[src/rtl/tare_pkg.sv]
// Package for the trend-adaptive RTT estimator: constants, types and the
// controller/datapath command and status structures. No dependencies.
package tare_pkg;

    localparam int MAX_WINDOW = 64;
    localparam int RING_DEPTH = MAX_WINDOW + 1;
    localparam int RING_AW    = $clog2(RING_DEPTH);
    localparam int WIN_W      = 7;
    localparam int GAIN_W     = 17;
    localparam int SAMPLE_W   = 32;
    localparam int CFG_IDX_W  = 2;
    localparam logic [GAIN_W-1:0] ONE_Q16 = 17'd65536;

    localparam logic [CFG_IDX_W-1:0] REG_BASE_ALPHA   = 2'd0;
    localparam logic [CFG_IDX_W-1:0] REG_BASE_BETA    = 2'd1;
    localparam logic [CFG_IDX_W-1:0] REG_TREND_WINDOW = 2'd2;

    typedef enum logic [3:0] {
        ST_IDLE, ST_PUSH, ST_RD, ST_DIV, ST_ACC, ST_MEAN, ST_GAIN,
        ST_MUL1, ST_MUL2, ST_MUL3, ST_MUL4, ST_FIN, ST_DONE, ST_OUT
    } tare_state_t;

    typedef struct packed {
        logic load;
        logic push;
        logic first;
        logic rd;
        logic div_start;
        logic acc;
        logic mean_start;
        logic gain;
        logic mul1;
        logic mul2;
        logic mul3;
        logic mul4;
        logic finish;
    } tare_cmd_t;

    typedef struct packed {
        logic first;
        logic pairs_left;
        logic div_done;
    } tare_status_t;

endpackage

[src/rtl/tare_controller.sv]
// Controller state machine sequencing one sample through the datapath and
// holding the output handshake. Uses tare_pkg.
module tare_controller (
    input  logic                   clk,
    input  logic                   rst_n,
    input  logic                   in_valid,
    output logic                   in_ready,
    output logic                   out_valid,
    input  logic                   out_ready,
    input  tare_pkg::tare_status_t status,
    output tare_pkg::tare_cmd_t    cmd
);
    import tare_pkg::*;

    tare_state_t state_reg, state_next;
    logic        mean_reg, mean_next;

    always_ff @(posedge clk or negedge rst_n)
    begin
        if (!rst_n)
        begin
            state_reg <= ST_IDLE;
            mean_reg  <= 1'b0;
        end
        else
        begin
            state_reg <= state_next;
            mean_reg  <= mean_next;
        end
    end

    always_comb
    begin
        state_next = state_reg;
        mean_next  = mean_reg;
        unique case (state_reg)
            ST_IDLE: if (in_valid) state_next = ST_PUSH;
            ST_PUSH: state_next = status.first ? ST_OUT : ST_RD;
            ST_RD:
            begin
                mean_next  = 1'b0;
                state_next = status.pairs_left ? ST_ACC : ST_MEAN;
            end
            ST_ACC:  state_next = ST_DIV;
            ST_DIV:
            begin
                if (status.div_done)
                    state_next = mean_reg ? ST_GAIN : ST_DONE;
            end
            ST_DONE: state_next = status.pairs_left ? ST_ACC : ST_MEAN;
            ST_MEAN:
            begin
                mean_next  = 1'b1;
                state_next = ST_DIV;
            end
            ST_GAIN: state_next = ST_MUL1;
            ST_MUL1: state_next = ST_MUL2;
            ST_MUL2: state_next = ST_MUL3;
            ST_MUL3: state_next = ST_MUL4;
            ST_MUL4: state_next = ST_FIN;
            ST_FIN:  state_next = ST_OUT;
            ST_OUT:  if (out_ready) state_next = ST_IDLE;
            default: state_next = ST_IDLE;
        endcase
    end

    always_comb
    begin
        cmd        = '0;
        in_ready   = 1'b0;
        out_valid  = 1'b0;
        unique case (state_reg)
            ST_IDLE:
            begin
                in_ready = 1'b1;
                cmd.load = in_valid;
            end
            ST_PUSH:
            begin
                cmd.push  = 1'b1;
                cmd.first = status.first;
            end
            ST_ACC:  cmd.div_start = 1'b1;
            ST_DIV:
            begin
                cmd.acc = status.div_done && !mean_reg;
                cmd.rd  = status.div_done && !mean_reg;
            end
            ST_MEAN: cmd.mean_start = 1'b1;
            ST_GAIN: cmd.gain = 1'b1;
            ST_MUL1: cmd.mul1 = 1'b1;
            ST_MUL2: cmd.mul2 = 1'b1;
            ST_MUL3: cmd.mul3 = 1'b1;
            ST_MUL4:
            begin
                cmd.mul4 = 1'b1;
            end
            ST_FIN:  cmd.finish = 1'b1;
            ST_OUT:  out_valid = 1'b1;
            default: ;
        endcase
    end
endmodule

[config.mk]
export PLATFORM = sky130hd
export DESIGN_NAME = tare_controller
export DESIGN_NICKNAME = d
export VERILOG_FILES = /design/src/rtl/tare_pkg.sv /design/src/rtl/tare_controller.sv
export SDC_FILE = /design/constraint.sdc
export NUM_CORES = 1
export LEC_CHECK = 0
export BUFFER_PORTS_ARGS = -buffer_cell sky130_fd_sc_hd__buf_2
export CORE_AREA = 2 2 39 41
export CTS_CLUSTER_DIAMETER = 100
export DETAILED_ROUTE_END_ITERATION = 6
export DIE_AREA = 0 0 41 43
export MAX_ROUTING_LAYER = met4
export PLACE_DENSITY = 0.8
export SLEW_MARGIN = 15
export SYNTH_ARGS = -nofsm -noshare
export SYNTH_HDL_FRONTEND = slang
export SYNTH_SLANG_ARGS = --single-unit
[constraint.sdc]
create_clock -name clk -period 1.6 [get_ports clk]
set_input_delay 0.24 -clock clk [delete_from_list [all_inputs] [get_ports clk]]
set_output_delay 0.24 -clock clk [all_outputs]
set_load 0.02 [all_outputs]
==> reports/results.txt, run 1 <==
largest net degree at the start of global routing -> 15
Setup crit end kind -> output port
YS warnings -> 0
CTS tree -> yes
synthesized cell area -> 534 µm²
drt wl/cell -> 13.9 µm
skew final -> 0.00515 ns
area leader, netlist -> dfrtp_1
Antenna Cells -> 0
P_int -> 900 µW
GPL Wtd Cong -> 0.918
Yosys top cell area share -> 23.4%
worst slew pin tran -> 0.277 ns
RSZ-0062 raised after global routing -> yes
Clk Latency, worst-skew pair -> 0.25 ns
clk sink count -> 5
vias per cell -> 5.48
Initial DRC Count -> 19
crit path cell chain -> inv_4 -> nand2_4 -> nor3_2 -> and2_1 -> buf_6
initial antenna violation count -> 0
via count -> 680
max-slew violation count -> 0
synthesized instance count -> 72
Hold WC Path Type -> input port to flip-flop
Slew HR -> 81.3%
Initial DRT Pass Iterations -> 4
maximum clock path buffer count -> 2
#FFs+latches synth -> 5
Die Ht -> 43 µm
Largest register FFs -> 4
crit share post-route -> 98.8%
data arrival time of the worst path -> 1.34 ns
Pwr per Cell Area -> 2150 nW/µm²
Net Count, Synth -> 79
IO Pins -> 22
P_sw -> 850 µW
type of the worst setup path -> flip-flop to output port
share of power burned in registers -> 20.2%
Fmax -> 633 MHz
MaxCap Viol Count -> 0
Largest delay share family, worst path -> flip-flops
Post-synth top flop -> dfrtp_1
Total Wirelength -> 1.73 mm
final setup fails -> 0
CP Launch Type -> flip-flop
Leakage -> 0.000424 µW
Sw Ratio -> 48.6%
total grt overflow -> 0
Final Util -> 58.8%
Final Hold Viols -> 0
Die X -> 41 µm
number of global-route vias before repair -> 591
die area -> 1760 µm²
syn avg cell area -> 7.42 µm²
Initial Util -> 38.6%
clock power share -> 8.6%
post-route ant nets -> 0
clock buffer count from CTS -> 3
port bufs -> 21
Worst path slowest cell -> dfrtp_2
Reg clk slew, reported paths -> 0.05 ns
area occupied by multi-input gates -> 373 µm²
Critical path buffers and inverters -> 2
nets -> 116
register area share after synthesis -> 23.4%
Root Buffer -> clkbuf_4
# fillers -> 128
EDFF count, synth -> 0
Post-synth ARST share -> 100%
Period minus WS final -> 1.58 ns
DR DRC count -> 0
reg2reg setup slack -> 0.15 ns
worst IR drop on VDD -> 1.21 mV
Post-DP HPWL -> 1.08 mm
share of layout cells above drive strength 1 -> 50.0%
first-pass GRT wire length -> 2.53 mm
H-tree Lvls -> 1
status -> complete, no violations
Hold WS -> 0.311 ns
final instance area -> 813 µm²
synth unique cells -> 32
Total GRT Usage -> 21.4%
register area -> 130 µm²
combinational fraction of design power -> 71.2%
dpl cell area -> 629 µm²
Core Area -> 1380 µm²
area grow syn2layout -> 52.2%
floorplan row count -> 14
Crit path largest cell delay -> 0.46 ns
WP data required -> 1.36 ns
CP Max Fanout -> 5
main area contributors after synthesis -> dfrtp_1, nor2_1, o21ai_1, nand2b_1, buf_4
[cell usage in the layout (no fill, tap or decap), types with 2 or more instances in the layout]
master,Yosys,layout
buf_4,3,19
buf_2,1,17
nor2_1,13,12
o21ai_1,6,6
nand2_1,5,4
o21ai_0,4,4
dfrtp_2,0,4
nand2b_1,4,3
clkbuf_4,0,3
nor3_2,0,2
nand2_4,1,2
and2_1,2,2
nor2_4,0,2
nor2b_1,2,2
o221ai_1,2,2
a21oi_1,2,2
[power by group through the flow]
stage | registers (µW) | logic, µW | clock network (µW)
detailed placement | 369 | 859 | 0
finish | 354 | 1250 | 151
floorplan | 239 | 821 | 0
global route | 360 | 1360 | 171
global placement | 359 | 839 | 0
CTS | 351 | 918 | 153
[synth_stat cells (2+ instances only)]
cell type,n
nor2_1,13
dfrtp_1,5
and2_1,2
nor3_1,3
o21ai_1,6
buf_6,2
nand2_1,5
nand2b_1,4
buf_4,3
a21oi_1,2
nor2b_1,2
o21ai_0,4
o221ai_1,2
[path summary, 6_finish.rpt]
| kind | start | to | cells after the start |
|---|---|---|---|
| setup / recovery | state_reg[1] | cmd[10] | 5 |
| hold / removal | out_ready | state_reg[2] | 3 |
| setup reg to reg | state_reg[3] | state_reg[3] | 5 |
| hold reg to reg | mean_reg | mean_reg | 2 |
| max in group asynchronous | rst_n | state_reg[1] | 2 |
| min in group asynchronous | rst_n | state_reg[3] | 2 |
[final cells by class]
type,instances,area share [%]
inverter,2,1.23
timing repair buffer,39,31.2
clock buffer,4,3.23
multi-input combinational,58,45.8
sequential,5,16.0
tap,16,2.46
[worst reg2reg max path, cell delays in order (launching register included)]
cell	delay, ns
dfrtp_2	0.47
clkbuf_2	0.17
nor4b_1	0.33
o21ai_1	0.13
o221ai_1	0.11
o21ai_1	0.11
[kinds of logic (layout without fill, tap and decap cells)]
kind of cell / Yosys count / count (layout) / share of synthesized area (%)
AOI/OAI and AO/OA: 19 / 19 / 22.3
DFF: 5 / 5 / 23.4
and+or+nand+nor: 38 / 38 / 38.6
muxes: 1 / 1 / 1.87
buffers and inverters: 9 / 45 / 13.8
[repair_timing]
action,CTS,global route
setup endpoints to repair,14,12
setup buffers,1,12
hold buffers,1,0
hold endpoints to repair,5,0
pin swaps,0,3
resized for setup,4,14
[metrics by stage]
| step | setup slack, ns | TNS (ns) | cells | power (µW) |
|---|---|---|---|---|
| 2_1_floorplan | 0.119 | 0 | 72 | 1060 |
| 3_3_place_gp | 0.155 | 0 | 106 | 1200 |
| 3_5_place_dp | 0.0888 | 0 | 106 | 1230 |
| 4_1_cts | -0.0226 | -0.0316 | 112 | 1420 |
| 5_1_grt | -0.0409 | -0.112 | 124 | 1890 |
| 6_report | 0.0193 | 0 | 124 | 1750 |
[routing by layer]
metal | vias to the layer above | track usage, % | share of wire (%)
met1 | 320 | 26.3 | 41
met4 | 0 | 5.33 | 1.4
li1 | 324 | - | -
met5 | - | - | 0
met3 | 4 | 6.28 | 6.5
met2 | 32 | 33.1 | 51
(Power assumes the default switching activity.)
==> run 2: changes to the inputs <==
CORE_AREA = not set   (was 2 2 39 41)
CORE_MARGIN = 3   (was not set)
CORE_UTILIZATION = 41   (was not set)
DIE_AREA = not set   (was 0 0 41 43)
PLACE_DENSITY = 0.84   (was 0.8)
SETUP_SLACK_MARGIN = 0.4   (was not set)
clock period = 1.3 ns   (was 1.6 ns; I/O delays follow)
==> run 2 against run 1 <==
Effect of this change: the flow now finishes with violations (negative setup slack); clock power rose by 21%; non-clock buffer count increased by 9; worst hold slack got worse by 0.015 ns; critical path depth is 1 higher; sequential cell count stayed put; register-to-register slack worse by 0.39 ns; routed wire length increased by 55%; total power increased by 76%; setup slack lost 0.26 ns; largest cell class unchanged; sequential power increased by 25%; die area rose by 0.53%.
==> reports/results.txt, run 2 (synthesis results as in run 1) <==
status -> finished with violations
violated checks -> negative setup slack
initial antenna violation count -> 0
Core Area -> 1170 µm²
Slew HR -> 80.2%
data arrival time of the worst path -> 1.70 ns
Critical R2R Launch -> state_reg[3]
max-slew violation count -> 0
Post-DP HPWL -> 1.08 mm
maximum clock path buffer count -> 2
port bufs -> 21
Reg clk slew, reported paths -> 0.04 ns
Initial DRC Count -> 36
Worst path slowest cell -> dfrtp_2
drt wl/cell -> 20.4 µm
Die Ht -> 42.1 µm
MaxCap Viol Count -> 0
Total GRT Usage -> 26.6%
CP Max Fanout -> 4
# fillers -> 36
largest net degree at the start of global routing -> 9
worst slew pin tran -> 0.294 ns
clock buffer count from CTS -> 3
IO Pins -> 22
final setup fails -> 20
crit share post-route -> 119%
DR DRC count -> 0
Antenna Cells -> 0
WP data required -> 1.45 ns
vias per cell -> 6.27
Leakage -> 0.000506 µW
Clk Latency, worst-skew pair -> 0.24 ns
Final Worst Setup Slack -> -0.241 ns
die area -> 1770 µm²
final instance area -> 1100 µm²
via count -> 822
number of global-route vias before repair -> 730
TNS Setup -> -3.44 ns
Initial Util -> 45.6%
Pwr per Cell Area -> 2800 nW/µm²
Root Buffer -> clkbuf_4
most frequent cells in the layout -> buf_6, buf_4, nor2_4, o21ai_1, buf_2
crit path cell chain -> buf_6 -> buf_4 -> nor4bb_2 -> o21ai_1 -> o221ai_2 -> o21ai_1
skew final -> 0.00135 ns
Crit path largest cell delay -> 0.44 ns
total grt overflow -> 0
H-tree Lvls -> 1
Hold WC Path Type -> input port to asynchronous set/reset pin
Initial DRT Pass Iterations -> 4
Total Wirelength -> 2.67 mm
clk sink count -> 5
Period minus WS final -> 1.54 ns
floorplan row count -> 12
post-route ant nets -> 0
type of the worst setup path -> flip-flop to flip-flop
first-pass GRT wire length -> 3.48 mm
RSZ-0062 raised after global routing -> yes
area grow syn2layout -> 106%
Largest register FFs -> 4
post-place setup slack -> -0.106 ns
dpl cell area -> 736 µm²
CTS tree -> yes
Pwr Total -> 3080 µW
Die X -> 42.1 µm
GPL Wtd Cong -> 0.829
most repeated library cell on the critical path -> o21ai_1
worst IR drop on VDD -> 2.05 mV
crit path from -> state_reg[3]
Setup crit end kind -> flip-flop
CP Launch Type -> flip-flop
share of layout cells above drive strength 1 -> 70.9%
Largest delay share family, worst path -> compound AO/OA/AOI/OAI gates
commonest non-fill, non-tap cell in the layout -> buf_6
nets -> 125
Final Hold Viols -> 0
Final Util -> 93.8%
Fmax -> 649 MHz
Critical path buffers and inverters -> 2
## run 2: path summary, 6_finish.rpt
| kind | slack (ns) | cells past startpoint | end |
|---|---|---|---|
| min in group clk | 0.31 | 3 | state_reg[2] |
| min reg2reg | 0.62 | 2 | mean_reg |
| max reg2reg | -0.24 | 6 | state_reg[3] |
| min | 0.30 | 2 | state_reg[2] |
| max | -0.24 | 6 | state_reg[3] |
| max in group asynchronous | 0.86 | 2 | state_reg[1] |
## run 2: power breakdown
part	switching (µW)	internal, µW
clock network	65.4	116
registers	196	249
logic	1270	1190
## run 2: layout make-up
cell class	count	area, µm²	share of cell area [%]
Sequential cell	5	130	11.8
Clock buffer	4	26.3	2.39
Timing Repair Buffer	48	422	38.4
Multi-Input combinational cell	58	490	44.6
Tap cell	14	17.5	1.59
Inverter	2	12.5	1.14
## run 2: metrics by stage
| stage | hold slack, ns | std cells |
|---|---|---|
| after floorplan | -0.101 | 72 |
| after global routing | 0.310 | 131 |
| after CTS | 0.250 | 128 |
| final | 0.296 | 131 |
| after detailed placement | 0.0131 | 110 |
| after global placement | 0.0132 | 110 |
## run 2: timing repair
action | in CTS | in global routing
hold buffers | 1 | 0
endpoints found under the setup margin | 20 | 20
cloned | 0 | 0
pin swaps | 7 | 5
setup buffers | 13 | 3
hold endpoints to repair | 5 | 0
resized for setup | 31 | 31
## run 2: per-layer routing
layer,global-route usage (%),part of all wire (%)
met2,42.0,52
met4,17.4,4.1
met5,-,0
met3,6.44,10
met1,29.8,34
==> run 3: changes to the inputs <==
CORE_ASPECT_RATIO = 0.7   (was not set)
CORE_UTILIZATION = 25   (was 41)
PLACE_DENSITY = not set   (was 0.84)
PLACE_DENSITY_LB_ADDON = 0.25   (was not set)
==> run 3 against run 2 <==
Effect of this change: via count down 17%; final area grew 0.57%; maximum frequency rose by 2.2%; the flow still finishes with violations (negative setup slack); cell count up 5.3%.
==> reports/results.txt, run 3 (synthesis results as in run 1) <==
Die X -> 61.3 µm
Root Buffer -> clkbuf_4
Reg clk slew, reported paths -> 0.04 ns
Total GRT Usage -> 14.6%
drt wl/cell -> 13.8 µm
largest net degree at the start of global routing -> 9
Clk Latency, worst-skew pair -> 0.24 ns
MaxCap Viol Count -> 0
total grt overflow -> 0
Slew HR -> 75.1%
data arrival time of the worst path -> 1.31 ns
IO Pins -> 22
RSZ-0062 raised after global routing -> yes
Pwr Total -> 2890 µW
most frequent cells in the layout -> buf_6, buf_4, o21ai_1, buf_2, nor2_4
GPL Wtd Cong -> 0.822
Initial DRT Pass Iterations -> 4
CTS tree -> yes
H-tree Lvls -> 1
maximum clock path buffer count -> 2
max-slew violation count -> 0
crit share post-route -> 116%
CP Max Fanout -> 5
area grow syn2layout -> 107%
floorplan row count -> 13
Hold WC Path Type -> input port to flip-flop
Largest register FFs -> 4
Period minus WS final -> 1.51 ns
violated checks -> negative setup slack
skew final -> 0.000312 ns
vias per cell -> 4.97
via count -> 686
type of the worst setup path -> flip-flop to output port
Antenna Cells -> 0
Initial Util -> 27.6%
Total Wirelength -> 1.91 mm
nets -> 124
die area -> 2740 µm²
port bufs -> 21
post-route ant nets -> 0
commonest non-fill, non-tap cell in the layout -> buf_6
Final Hold Viols -> 0
# fillers -> 165
initial antenna violation count -> 0
WP data required -> 1.11 ns
Post-DP HPWL -> 1.18 mm
share of layout cells above drive strength 1 -> 69.0%
clk sink count -> 5
CP Launch Type -> flip-flop
Leakage -> 0.000509 µW
Final Worst Setup Slack -> -0.208 ns
Initial DRC Count -> 9
first-pass GRT wire length -> 2.84 mm
number of global-route vias before repair -> 657
Pwr per Cell Area -> 2620 nW/µm²
Core Area -> 1940 µm²
clock buffer count from CTS -> 3
TNS Setup -> -2.39 ns
worst IR drop on VDD -> 1.30 mV
worst slew pin tran -> 0.369 ns
Setup crit end kind -> output port
Die Ht -> 44.7 µm
Fmax -> 663 MHz
status -> finished with violations
DR DRC count -> 0
final setup fails -> 18
==> run 3: stage by stage <==
step	cells	setup WS [ns]	util (%)	hold slack, ns	cell area, µm²
global placement	124	-0.0824	40.9	0.0170	791
finish	138	-0.208	57.1	0.261	1100
global route	138	-0.258	57.1	0.272	1100
detailed placement	124	-0.0746	40.9	0.0163	791
CTS	137	-0.219	52.6	0.245	1020
floorplan	72	-0.0207	-	-0.101	609
==> run 3: worst paths after layout <==
kind                              start      endpoint  slack (ns)  depth (start not counted)
max in group asynchronous         rst_n  state_reg[3]        0.86                          2
min in group asynchronous         rst_n  state_reg[1]        0.30                          2
hold / removal                out_ready  state_reg[3]        0.26                          3
setup reg to reg           state_reg[2]  state_reg[2]       -0.17                          5
hold reg to reg                mean_reg      mean_reg        0.55                          2
setup / recovery           state_reg[3]       cmd[10]       -0.21                          4
==> run 3: layout make-up <==
type / count / area (µm²) / share of cell area (%)
Sequential cell: 5 / 130 / 11.8
Inverter: 2 / 12.5 / 1.13
Tap cell: 22 / 27.5 / 2.49
Timing Repair Buffer: 47 / 424 / 38.4
Clock buffer: 4 / 26.3 / 2.38
Multi-Input combinational cell: 58 / 484 / 43.8
==> run 3: worst max-delay path: stages (launching register included) <==
cell     delay [ns]
dfrtp_2        0.46
buf_4          0.17
nor3_4         0.18
and2_4         0.16
buf_6          0.10
==> run 3: power by group <==
part / switching (µW) / internal, µW
sequential: 176 / 249
clock: 65.2 / 116
combinational: 1090 / 1190
total: 1330 / 1560
==> run 3: metal layers <==
| metal | routed length, µm | up-vias | track usage [%] |
|---|---|---|---|
| met3 | 100 | 2 | 5.25 |
| met2 | 966 | 20 | 22.8 |
| met5 | 0 | - | - |
| li1 | - | 338 | - |
| met4 | 12 | 0 | 3.03 |
| met1 | 828 | 326 | 18.0 |
==> run 3: repair_timing <==
item / CTS / global route
hold endpoints to repair: 5 / 0
gates resized for setup: 42 / 21
endpoints found under the setup margin: 20 / 20
buffers inserted: 8 / 1
hold buffers: 1 / 0
pin swaps: 7 / 8
